[src/hdl/ray_triangle_intersect_defines.svh]
// Assertion macros shared by the ray / triangle intersection block.
`ifndef RAY_TRIANGLE_INTERSECT_DEFINES_SVH
`define RAY_TRIANGLE_INTERSECT_DEFINES_SVH

// Condition must never be true at a clock edge outside reset.
`define RTI_ASSERT_NEVER(lbl, cond, msg) \
  lbl: assert property (@(posedge clk) disable iff (!rst_n) !(cond)) else $error(msg);

// Antecedent implies consequent in the same cycle.
`define RTI_ASSERT_IMP(lbl, ante, cons, msg) \
  lbl: assert property (@(posedge clk) disable iff (!rst_n) (ante) |-> (cons)) else $error(msg);

`endif

[src/hdl/rti_pkg.sv]
// Shared types, widths and constants of the ray / triangle intersection block.
`timescale 1ns / 1ps
package rti_pkg;

  localparam int CW    = 32;       // Q16.16 coordinate
  localparam int EW    = CW + 1;   // edge / offset vector component
  localparam int NRMW  = 2*EW + 1; // normal component
  localparam int DAOW  = EW + CW + 1;
  localparam int DW    = 104;      // det and numerators, exact
  localparam int FRAC  = 16;
  localparam int NW    = DW + FRAC; // scaled numerator
  localparam int QB    = 32;        // quotient bits below the saturation bit
  localparam int SW    = DW + QB;   // divider compare width
  localparam int MDW   = 40;
  localparam int CFG_IDX_W = 3;
  localparam int QUEUE_DEPTH_DEF = 4;

  localparam logic [MDW-1:0] MIN_DET_RST = 40'd281474977;
  localparam logic [CW-1:0]  DIST_MAX    = 32'h7FFF_FFFF;
  localparam logic [CW-1:0]  DIST_MIN    = 32'h8000_0000;

  typedef enum logic [CFG_IDX_W-1:0] {
    REG_ORG_X   = 3'd0,
    REG_ORG_Y   = 3'd1,
    REG_ORG_Z   = 3'd2,
    REG_DIR_X   = 3'd3,
    REG_DIR_Y   = 3'd4,
    REG_DIR_Z   = 3'd5,
    REG_MIN_DET = 3'd6
  } rti_reg_t;

  typedef struct packed {
    logic signed [CW-1:0] org_x;
    logic signed [CW-1:0] org_y;
    logic signed [CW-1:0] org_z;
    logic signed [CW-1:0] dir_x;
    logic signed [CW-1:0] dir_y;
    logic signed [CW-1:0] dir_z;
    logic [MDW-1:0]       min_det;
  } rti_ray_t;

  typedef struct packed {
    logic signed [CW-1:0] a_x;
    logic signed [CW-1:0] a_y;
    logic signed [CW-1:0] a_z;
    logic signed [CW-1:0] b_x;
    logic signed [CW-1:0] b_y;
    logic signed [CW-1:0] b_z;
    logic signed [CW-1:0] c_x;
    logic signed [CW-1:0] c_y;
    logic signed [CW-1:0] c_z;
  } rti_tgl_t;

  // One classified triangle waiting for its distance.
  typedef struct packed {
    logic          hit;
    logic          neg;
    logic          dzero;
    logic [NW-1:0] num;  // |tnum| << 16
    logic [DW-1:0] den;  // |det|
  } rti_job_t;

  typedef struct packed {
    logic full;
    logic empty;
  } rti_qstat_t;

endpackage

[src/hdl/rti_queue.sv]
// Short queue between front and back ends.
`timescale 1ns / 1ps
module rti_queue import rti_pkg::*; #(
  parameter int DEPTH = QUEUE_DEPTH_DEF
) (
  input  logic       clk,
  input  logic       rst_n,
  input  logic       push,
  input  rti_job_t   wdata,
  input  logic       pop,
  output rti_job_t   rdata,
  output rti_qstat_t stat
);

  localparam int PW = (DEPTH > 1) ? $clog2(DEPTH) : 1;
  localparam int CNW = $clog2(DEPTH + 1);

  rti_job_t       mem_r [DEPTH];
  logic [PW-1:0]  wr_ptr_r, rd_ptr_r;
  logic [CNW-1:0] cnt_r;

  function automatic logic [PW-1:0] wrap_inc(input logic [PW-1:0] p);
    return (p == PW'(DEPTH - 1)) ? '0 : p + 1'b1;
  endfunction

  always_ff @(posedge clk) begin
    if (push) begin
      mem_r[wr_ptr_r] <= wdata;
    end
  end

  always_ff @(posedge clk) begin
    if (!rst_n) begin
      wr_ptr_r <= '0;
      rd_ptr_r <= '0;
      cnt_r    <= '0;
    end else begin
      if (push) wr_ptr_r <= wrap_inc(wr_ptr_r);
      if (pop)  rd_ptr_r <= wrap_inc(rd_ptr_r);
      if (push && !pop)      cnt_r <= cnt_r + 1'b1;
      else if (pop && !push) cnt_r <= cnt_r - 1'b1;
    end
  end

  assign rdata      = mem_r[rd_ptr_r];
  assign stat.full  = cnt_r == CNW'(DEPTH);
  assign stat.empty = cnt_r == '0;

endmodule

[config.mk]
export PLATFORM = sky130hd
export DESIGN_NAME = rti_queue
export DESIGN_NICKNAME = d
export VERILOG_FILES = /design/src/hdl/ray_triangle_intersect_defines.svh /design/src/hdl/rti_pkg.sv /design/src/hdl/rti_queue.sv
export SDC_FILE = /design/constraint.sdc
export NUM_CORES = 1
export LEC_CHECK = 0
export BUFFER_PORTS_ARGS = -buffer_cell sky130_fd_sc_hd__buf_2
export CORE_UTILIZATION = 30
export DETAILED_ROUTE_END_ITERATION = 16
export GPL_TIMING_DRIVEN = 0
export MAX_ROUTING_LAYER = met4
export PLACE_DENSITY_LB_ADDON = 0.15
export SLEW_MARGIN = 20
export SYNTH_ARGS = -nofsm -noshare
export SYNTH_HDL_FRONTEND = slang
export SYNTH_SLANG_ARGS = --single-unit
[constraint.sdc]
create_clock -name clk -period 7.9 [get_ports clk]
set_input_delay 2.37 -clock clk [delete_from_list [all_inputs] [get_ports clk]]
set_output_delay 2.37 -clock clk [all_outputs]
set_load 0.005 [all_outputs]
==> results of run 1 <==
==> cells in the mapped netlist (2+ instances only) <==
library cell  number
nor2b_1            5
ha_1               6
buf_6              4
buf_4             10
edfxtp_1         908
mux2i_1            4
buf_2             26
mux4_2           227
clkbuf_1           2
nor3_1             2
buf_1              8
dfxtp_1            9
inv_1              4
and2_1             5
==> power by group <==
group	internal [mW]	total, mW	switching (mW)	leakage, nW
registers	5.58	5.62	0.0413	8.41
clock network	2.58	4.45	1.87	1.53
logic	0.420	0.902	0.483	3.67
==> layer usage <==
layer	global-route usage, %	wire length, um	vias up
met3	5.253	6244	122
met5	-	0	-
met2	22.53	37440	422
met1	16.29	30270	7908
met4	4.148	1733	0
li1	-	-	6586
==> cells in the final DEF, fill, tap and decap left out, drive strengths merged, types with 2 or more instances in the layout <==
cell type	n
edfxtp	908
buf	535
mux4	227
clkbuf	126
clkinv	49
diode	19
dfxtp	9
bufinv	7
ha	6
inv	6
nor2b	5
and2	5
mux2i	4
clkinvlp	4
nor3	2
==> registers in the layout, summed over array words and instances (netlist names), named ones only <==
register and count:
wr_ptr_r 2, cnt_r 3, mem_r 908, rd_ptr_r 2
==> cells by family (layout without fill, tap and decap cells) <==
| group | count (synthesis) | after routing | share of synthesized area (%) |
|---|---|---|---|
| flops | 917 | 917 | 82.86 |
| mux | 231 | 231 | 15.55 |
| buf+inv | 54 | 727 | 0.9141 |
| simple gates | 15 | 15 | 0.2720 |
| fa+ha+maj | 7 | 7 | 0.2871 |
| compound gates | 3 | 3 | 0.06044 |
| xor+xnor | 2 | 2 | 0.05289 |
| other cells | 0 | 19 | 0 |
==> worst reg2reg max path, delay by kind of cell (launching register included) <==
kind | cells | cell delay, ps
adder cells (fa/ha/maj) | 1 | 200
AND/OR/NAND/NOR | 1 | 410
flip-flops | 1 | 400
buffers and inverters | 3 | 820
==> layout make-up <==
cell class | instances | area (um^2)
multi-input cells | 258 | 5385
plain buffers | 50 | 287.8
fillers | 9939 | 68040
well taps | 1476 | 1847
clock inverters | 62 | 548.0
flip-flops and latches | 917 | 27450
repair buffers | 487 | 2925
clock buffers | 124 | 2614
inverters | 4 | 15.01
diodes | 19 | 47.55
==> final timing paths <==
path / startpoint / endpoint / slack [ps]
max: flop / rdata[170] / 2680
min: cnt_r[2] / cnt_r[2] / 540
max reg2reg: wr_ptr_r[0] / mem_r[3][61] / 5740
min reg2reg: cnt_r[2] / cnt_r[2] / 540
==> impl_metrics.tcl, run 1 <==
set metrics [dict create \
    status "finished, final reports clean" \
    crit_fanout 10 \
    setup_viol 0 \
    track_usage_pct 14.01 \
    yosysTopAreaCell "edfxtp_1" \
    power.density_nw_per_um2 266.9 \
    fin_skew_ps 28.25 \
    placedInstanceArea_um2 37910 \
    synth-main-ff-cell "edfxtp_1" \
    area.growth.synth_to_final_pct 24.13 \
    hp-class "reg -> reg" \
    vias 15040 \
    synth-edff-count 908 \
    tns_ps 0 \
    ys_warn_count 0 \
    start_util_pct 30.35 \
    path_cells "buf_2 -> buf_2 -> buf_2 -> mux4_2 -> buf_2" \
    firstDrtPassIters 4 \
    final_nets 2056 \
    synth_area_per_cell_um2 26.95 \
    synthTopCellsByArea "edfxtp_1 (82%), mux4_2 (15%), dfxtp_1 (0.54%)" \
    post_cts_buffers 0 \
    rows 121 \
    cp.depth 5 \
    ys_seq_area_share_pct 82.86 \
    cts_htree_levels 3 \
    critPathMostFrequentCell "buf_2" \
    dp_slack_ps 3168 \
    slew_viol_final 0 \
    holdBufCountCts 0 \
    ys_async_sr_fraction_pct 0 \
    wire_per_inst_um 22.28 \
    tightest_slew_ps 757.9 \
    cpPeakStageDelay_ps 430 \
    dp_cells 3192 \
    critPathSlowestCell "buf_2" \
    hold-worst-slack_ps 538.7 \
    drc_errors 0 \
    timing.max_cap.violations 0 \
    p_leak_nw 13.61 \
    cp_data_required_time_ps 5530 \
    path_delay_family "buffers and inverters" \
    design_area_um2 41120 \
    ff2ff_path_depth 5 \
    finalHoldViolCount 0 \
    insertion_delay_ps 680 \
    synth_nets 1467 \
    grt_pass1_wl_um 110400 \
    ys_ff_latch 917 \
    max_freq_mhz 191.5 \
    cts-root-buf "clkbuf_16" \
    setup_ws_ps 2679 \
    ir_worst_vdd_mv 0.2047 \
    die_h_um 334.3 \
    routed_wl_um 75680 \
    cts.sinks 917 \
    synthCells 1229 \
    cts_buffer_depth 3 \
    core-area_um2 109200 \
    detail-route-antenna-nets 0 \
    fp.dieArea_um2 111700 \
    critical_path_class "reg -> out" \
    cts_resized 0 \
    crit_arrival_ps 2850 \
    syn_area_um2 33120 \
    fin_crit_sh_pct 66.09 \
    max-slew-margin-rel_pct 49.47 \
    routabilityCongestion 0.7029 \
    cts_tree "done" \
    port_buffers 459 \
    antenna_found_initial 24 \
    clkTransAtPathRegs_ps 60 \
    min_path_cells 2 \
    drive_gt1_share_pct 47.06 \
    routed_via_density 4.427 \
    die_w_um 334.3 \
    ios 460 \
    ys_types 23 \
    total_power_mw 10.97 \
    grt_pass1_vias 16370 \
    first_iter_violations 717 \
    path_buf_inv 4 \
    utilization_pct 37.67 \
    numCtsBuffers 100 \
    cp-end-kind "output port" \
    hpwl_um 49840 \
    final.min_clock_period_ps 5221 \
    grt_overflow 0 \
    final_cells 3397 \
    synth_top_area_share_pct 82.31 \
    rsz0062_at_grt "false" \
    cp-start-kind "flop" \
    grt_max_degree 38 \
]
No activity file was read; power rests on OpenSTA's default activity.
==> run 2, diff against run 1 <==
Settings changed: ABC_AREA from default to 1.
Clock period 7.9 ns to 4.25 ns, I/O delays scaled along.
==> run 2 against run 1 <==
  * Clock skew decreased by 0.66 ps
  * Sequential cell count unchanged
  * Sequential power is 85% higher
  * Total power grew 89%
  * Clock power up 85%
  * Core utilization rose by 0.27 points
  * Area after synthesis grew 2.0%
  * Worst hold slack gained 4.8 ps
  * Final area increased by 2.5%
  * Largest power group unchanged
==> impl_metrics.tcl, run 2 <==
set metrics [dict create \
    cp-end-kind "output port" \
    switching_power_mw 4.935 \
    die_h_um 337.5 \
    num-fill-cells 10590 \
    hpwl_um 67130 \
    track_usage_pct 17.93 \
    final.min_clock_period_ps 4064 \
    status "finished, final reports clean" \
    drc_errors 0 \
    power_frac_clock_pct 39.7 \
    crit_fanout 10 \
    slew_viol_final 0 \
    die_w_um 337.5 \
    tns_ps 0 \
    timing.max_cap.violations 0 \
    power.density_nw_per_um2 492.0 \
    start_util_pct 30.39 \
    synth-edff-count 908 \
    ios 460 \
    fin_skew_ps 27.58 \
    cts-root-buf "clkbuf_16" \
    hold-worst-slack_ps 543.5 \
    syn_area_um2 33770 \
    seq_power_share_pct 50.3 \
    grt_overflow 0 \
    post_cts_buffers 0 \
    max_freq_mhz 246.0 \
    critical_path_class "reg -> out" \
    grt_pass1_vias 21770 \
    tightest_slew_ps 641.1 \
    synthTopCellsByArea "edfxtp_1 (81%), o21ai_0 (6.8%), nor2_1 (5.1%)" \
    synth_common_cells "edfxtp_1 (908), nor2_1 (462), o21ai_0 (457), o22ai_1 (227), clkbuf_1 (113)" \
    synthCells 2254 \
    reg.largest.list "mem_r: 908 flops, cnt_r: 3 flops" \
    synth_area_per_cell_um2 14.98 \
    clkTransAtPathRegs_ps 60 \
    finalHoldViolCount 0 \
    firstDrtPassIters 5 \
    ys_types 18 \
    cts.sinks 917 \
    antenna_found_initial 41 \
    cts_tree "done" \
    fp.dieArea_um2 113900 \
    dp_cells 4242 \
    grt_pass1_wl_um 144300 \
    routed_via_density 4.801 \
    max-slew-margin-rel_pct 57.26 \
    design_area_um2 42160 \
    routed_wl_um 102000 \
    port_buffers 459 \
    p_leak_nw 14.44 \
    area.growth.synth_to_final_pct 24.82 \
    drive_gt1_share_pct 24.05 \
    final_nets 3097 \
    combPwrFrac_pct 10.0 \
    largest_reg_flops 908 \
    ys_warn_count 0 \
    routabilityCongestion 0.7665 \
    core-area_um2 111100 \
    cts_htree_levels 3 \
    wire_per_inst_um 22.82 \
    ir_worst_vdd_mv 0.2980 \
    vias 21450 \
    setup_viol 0 \
    crit_arrival_ps 2790 \
    fin_crit_sh_pct 95.63 \
    ys_seq_area_share_pct 81.26 \
    synth_top_area_share_pct 80.73 \
    cp-start-kind "flop" \
    final_cell_mix "edfxtp_1 (908), buf_2 (476), nor2_1 (462)" \
    ys_async_sr_fraction_pct 0 \
    yosysTopAreaCell "edfxtp_1" \
    insertion_delay_ps 690 \
    grt_max_degree 26 \
    synth-main-ff-cell "edfxtp_1" \
    placedInstanceArea_um2 38860 \
    first_iter_violations 1431 \
    cts_buffer_depth 3 \
    p_int_mw 15.81 \
    switching_share_pct 23.79 \
    regMostFlops "mem_r" \
    synth_nets 2492 \
    synth.most_common_cell "edfxtp_1" \
    ys_ff_latch 917 \
    cp_data_required_time_ps 2970 \
    rows 122 \
    hp-class "reg -> reg" \
    numCtsBuffers 103 \
    final_common_cell "edfxtp_1" \
    final_cells 4467 \
    detail-route-antenna-nets 0 \
]
## run 2: worst paths after layout
path | start | end | slack [ps] | cells past startpoint
setup / recovery | flop | rdata[163] | 190 | 7
hold / removal | wr_ptr_r[1] | wr_ptr_r[1] | 540 | 2
setup reg to reg | wr_ptr_r[0] | mem_r[3][84] | 1860 | 7
hold reg to reg | wr_ptr_r[1] | wr_ptr_r[1] | 540 | 2
## run 2: power by group through the flow
stage	Sequential [mW]	Combinational, mW	Clock [mW]
2_1_floorplan	10.6	0.886	0
3_3_place_gp	10.7	1.99	0
3_5_place_dp	10.6	2.12	0
4_1_cts	10.4	2.13	8.47
5_1_grt	10.5	2.28	8.79
6_report	10.4	2.08	8.23
## run 2: layout make-up
type	instances	area [um^2]	area share, %
Antenna cell	39	97.59	0.2315
Sequential cell	917	27450	65.11
Tap cell	1488	1862	4.416
Timing Repair Buffer	500	3141	7.450
Multi-Input combinational cell	1171	5707	13.54
Buffer	150	700.7	1.662
Inverter	16	75.07	0.1781
Clock buffer	136	2786	6.610
Clock inverter	50	341.6	0.8103
## run 2: stage by stage
stage | power [mW] | util, % | worst slack, ps
2_1_floorplan | 11.54 | - | -833.9
3_3_place_gp | 12.71 | 34.21 | -5014
3_5_place_dp | 12.73 | 34.97 | 332.8
4_1_cts | 21.03 | 37.81 | -108.1
5_1_grt | 21.52 | 37.92 | -9.359
6_report | 20.74 | 37.94 | 185.5
## run 2: layer usage
| metal | routed length [um] | part of all wire (%) | track usage [%] | vias up |
|---|---|---|---|---|
| met5 | 0 | 0 | - | - |
| met1 | 42050 | 41 | 21.27 | 10820 |
| met2 | 50380 | 49 | 29.17 | 623 |
| met3 | 7182 | 7.0 | 5.587 | 150 |
| li1 | - | - | - | 9850 |
| met4 | 2347 | 2.3 | 5.247 | 0 |
## run 2: critical path: stages, from the launching register on
cell and delay [ps]:
dfxtp_1 350, buf_4 230, inv_2 140, buf_2 370
clkbuf_1 470, o21ai_0 150, o22ai_1 210, buf_2 170
## run 2: logic make-up (layout without fill, tap and decap cells)
family | count (synthesis) | count (layout) | share of synthesized area [%]
compound gates | 687 | 687 | 11.02
xor+xnor | 1 | 1 | 0.02594
fa+ha+maj | 7 | 7 | 0.2815
buf+inv | 166 | 852 | 2.093
flops | 917 | 917 | 81.26
other cells | 0 | 39 | 0
simple gates | 476 | 476 | 5.316
## run 2: repair_timing
action,CTS,global route
hold buffers,0,0
endpoints found under the setup margin,121,37
resized for setup,21,29
==> run 3, diff against run 2 <==
Settings changed: SETUP_SLACK_MARGIN from default to 0.4.
Clock period 4.25 ns to 5.3 ns, I/O delays scaled along.
==> run 3 against run 2 <==
  * Combinational power is 20% lower
  * Total power is 20% lower
  * First-iteration DRC count is 0.28% higher
  * Sequential cell count stayed put
  * Non-clock buffer count stayed put
  * Critical path type unchanged
  * Largest power group unchanged
==> impl_metrics.tcl, run 3 (same netlist as run 2, synthesis figures left out) <==
set metrics [dict create \
    largest_reg_flops 908 \
    cts_buffer_depth 3 \
    p_leak_nw 14.36 \
    cts.sinks 917 \
    cp-end-kind "output port" \
    final_cells 4465 \
    slew_viol_final 0 \
    grt_pass1_wl_um 144300 \
    numCtsBuffers 103 \
    routed_via_density 4.785 \
    final_nets 3097 \
    ir_worst_vdd_mv 0.2376 \
    placedInstanceArea_um2 38860 \
    cp-start-kind "flop" \
    crit_fanout 10 \
    clkTransAtPathRegs_ps 60 \
    crit_arrival_ps 3180 \
    vias 21360 \
    grt_pass1_vias 21770 \
    cts-root-buf "clkbuf_16" \
    timing.max_cap.violations 0 \
    cp_data_required_time_ps 3710 \
    status "finished, final reports clean" \
    reg2reg_to "mem_r[3][84]" \
    dp_cells 4242 \
    multiInputGateArea_um2 5693 \
    area.growth.synth_to_final_pct 24.62 \
    grt_overflow 0 \
    ios 460 \
    reg.largest.list "mem_r: 908 flops, cnt_r: 3 flops" \
    fp.dieArea_um2 113900 \
    hp-class "reg -> reg" \
    cts_htree_levels 3 \
    tightest_slew_ps 724.6 \
    setup_viol 0 \
    cts_tree "done" \
    drc_errors 0 \
    insertion_delay_ps 690 \
    holdBufCountCts 0 \
    critPathCapture "rdata[97]" \
    firstDrtPassIters 5 \
    final_common_cell "edfxtp_1" \
    start_util_pct 30.39 \
    finalHoldViolCount 0 \
    grt_max_degree 26 \
    critical_path_class "reg -> out" \
    track_usage_pct 17.92 \
    detail-route-antenna-nets 0 \
    die_w_um 337.5 \
    regArea_um2 27450 \
    routabilityCongestion 0.7665 \
    design_area_um2 42090 \
    rows 122 \
    routed_wl_um 101700 \
    final_cell_mix "edfxtp_1 (908), buf_2 (481), nor2_1 (462)" \
    fin_crit_sh_pct 89.93 \
    num-fill-cells 10600 \
    core-area_um2 111100 \
    first_iter_violations 1435 \
    rsz0062_at_grt "true" \
    fin_skew_ps 26.02 \
    regMostFlops "mem_r" \
    regToRegStartpoint "wr_ptr_r[0]" \
    hpwl_um 67130 \
    antenna_found_initial 42 \
    drive_gt1_share_pct 23.20 \
    port_buffers 459 \
    die_h_um 337.5 \
    max-slew-margin-rel_pct 51.69 \
    max_freq_mhz 209.8 \
    wire_per_inst_um 22.78 \
    r2r_setup_slack_ps 2920 \
    ff2ff_path_depth 7 \
    power.density_nw_per_um2 394.9 \
    final.min_clock_period_ps 4767 \
]
run 3: cell types whose count changed in the layout (fill, tap and decap cells not counted):
cell	previous run	this run
clkbuf_1	114	138
clkbuf_2	27	4
buf_2	476	481
clkbuf_4	3	0
buf_4	17	15
diode_2	39	37
buf_6	1	0
o22ai_1	225	226
o22ai_4	1	0
run 3: worst min path at each step:
stage                      startpoint          end  slack, ps  cells after the start
after CTS                 rd_ptr_r[0]  rd_ptr_r[0]        550                      2
after floorplan           wr_ptr_r[1]  wr_ptr_r[1]        490                      2
after global routing      wr_ptr_r[1]  wr_ptr_r[1]        560                      2
after detailed placement  rd_ptr_r[0]  rd_ptr_r[0]        540                      2
after global placement    wr_ptr_r[1]  wr_ptr_r[1]        510                      2
final                     wr_ptr_r[1]  wr_ptr_r[1]        540                      2
run 3: timing repair:
item / CTS / global route
endpoints found under the setup margin: 2 / 4
setup buffers: 0 / 0
pin swaps: 0 / 0
gates resized for setup: 2 / 7
run 3: worst max-delay path, stage by stage (launching register included):
cell	delay [ps]
dfxtp_1	370
buf_2	450
buf_4	350
clkbuf_1	520
o21ai_0	200
o22ai_1	360
buf_2	190
run 3: cell type report:
type,count,area share [%]
Clock inverter,50,0.8116
Antenna cell,37,0.2200
Clock buffer,136,6.620
Buffer,150,1.549
Inverter,16,0.1784
Tap cell,1488,4.423
Multi-Input combinational cell,1171,13.53
Sequential cell,917,65.21
Timing Repair Buffer,500,7.462
run 3: power by group:
group	internal (mW)	switching (mW)	total (mW)
clock network	3.82	2.78	6.60
logic	0.549	1.11	1.66
registers	8.30	0.0642	8.36
run 3: routing by layer:
metal / vias to the layer above / global-route usage (%) / part of all wire, %
li1: 9842 / - / -
met1: 10750 / 21.27 / 41
met2: 612 / 29.17 / 49
met3: 159 / 5.587 / 7.0
met4: 0 / 5.247 / 2.4
met5: - / - / 0
run 3: metrics by stage:
| stage | util, % | TNS (ps) | worst slack, ps | power (mW) | hold WS, ps |
|---|---|---|---|---|---|
| final | 37.87 | 0 | 533.5 | 16.62 | 544.0 |
| after detailed placement | 34.97 | 0 | 1068 | 10.21 | 537.1 |
| after floorplan | - | -88940 | -98.94 | 9.250 | 489.7 |
| after global routing | 37.87 | 0 | 373.8 | 17.25 | 559.0 |
| after global placement | 34.21 | -3792030 | -4279 | 10.19 | 507.3 |
| after CTS | 37.79 | 0 | 401.8 | 16.86 | 547.9 |
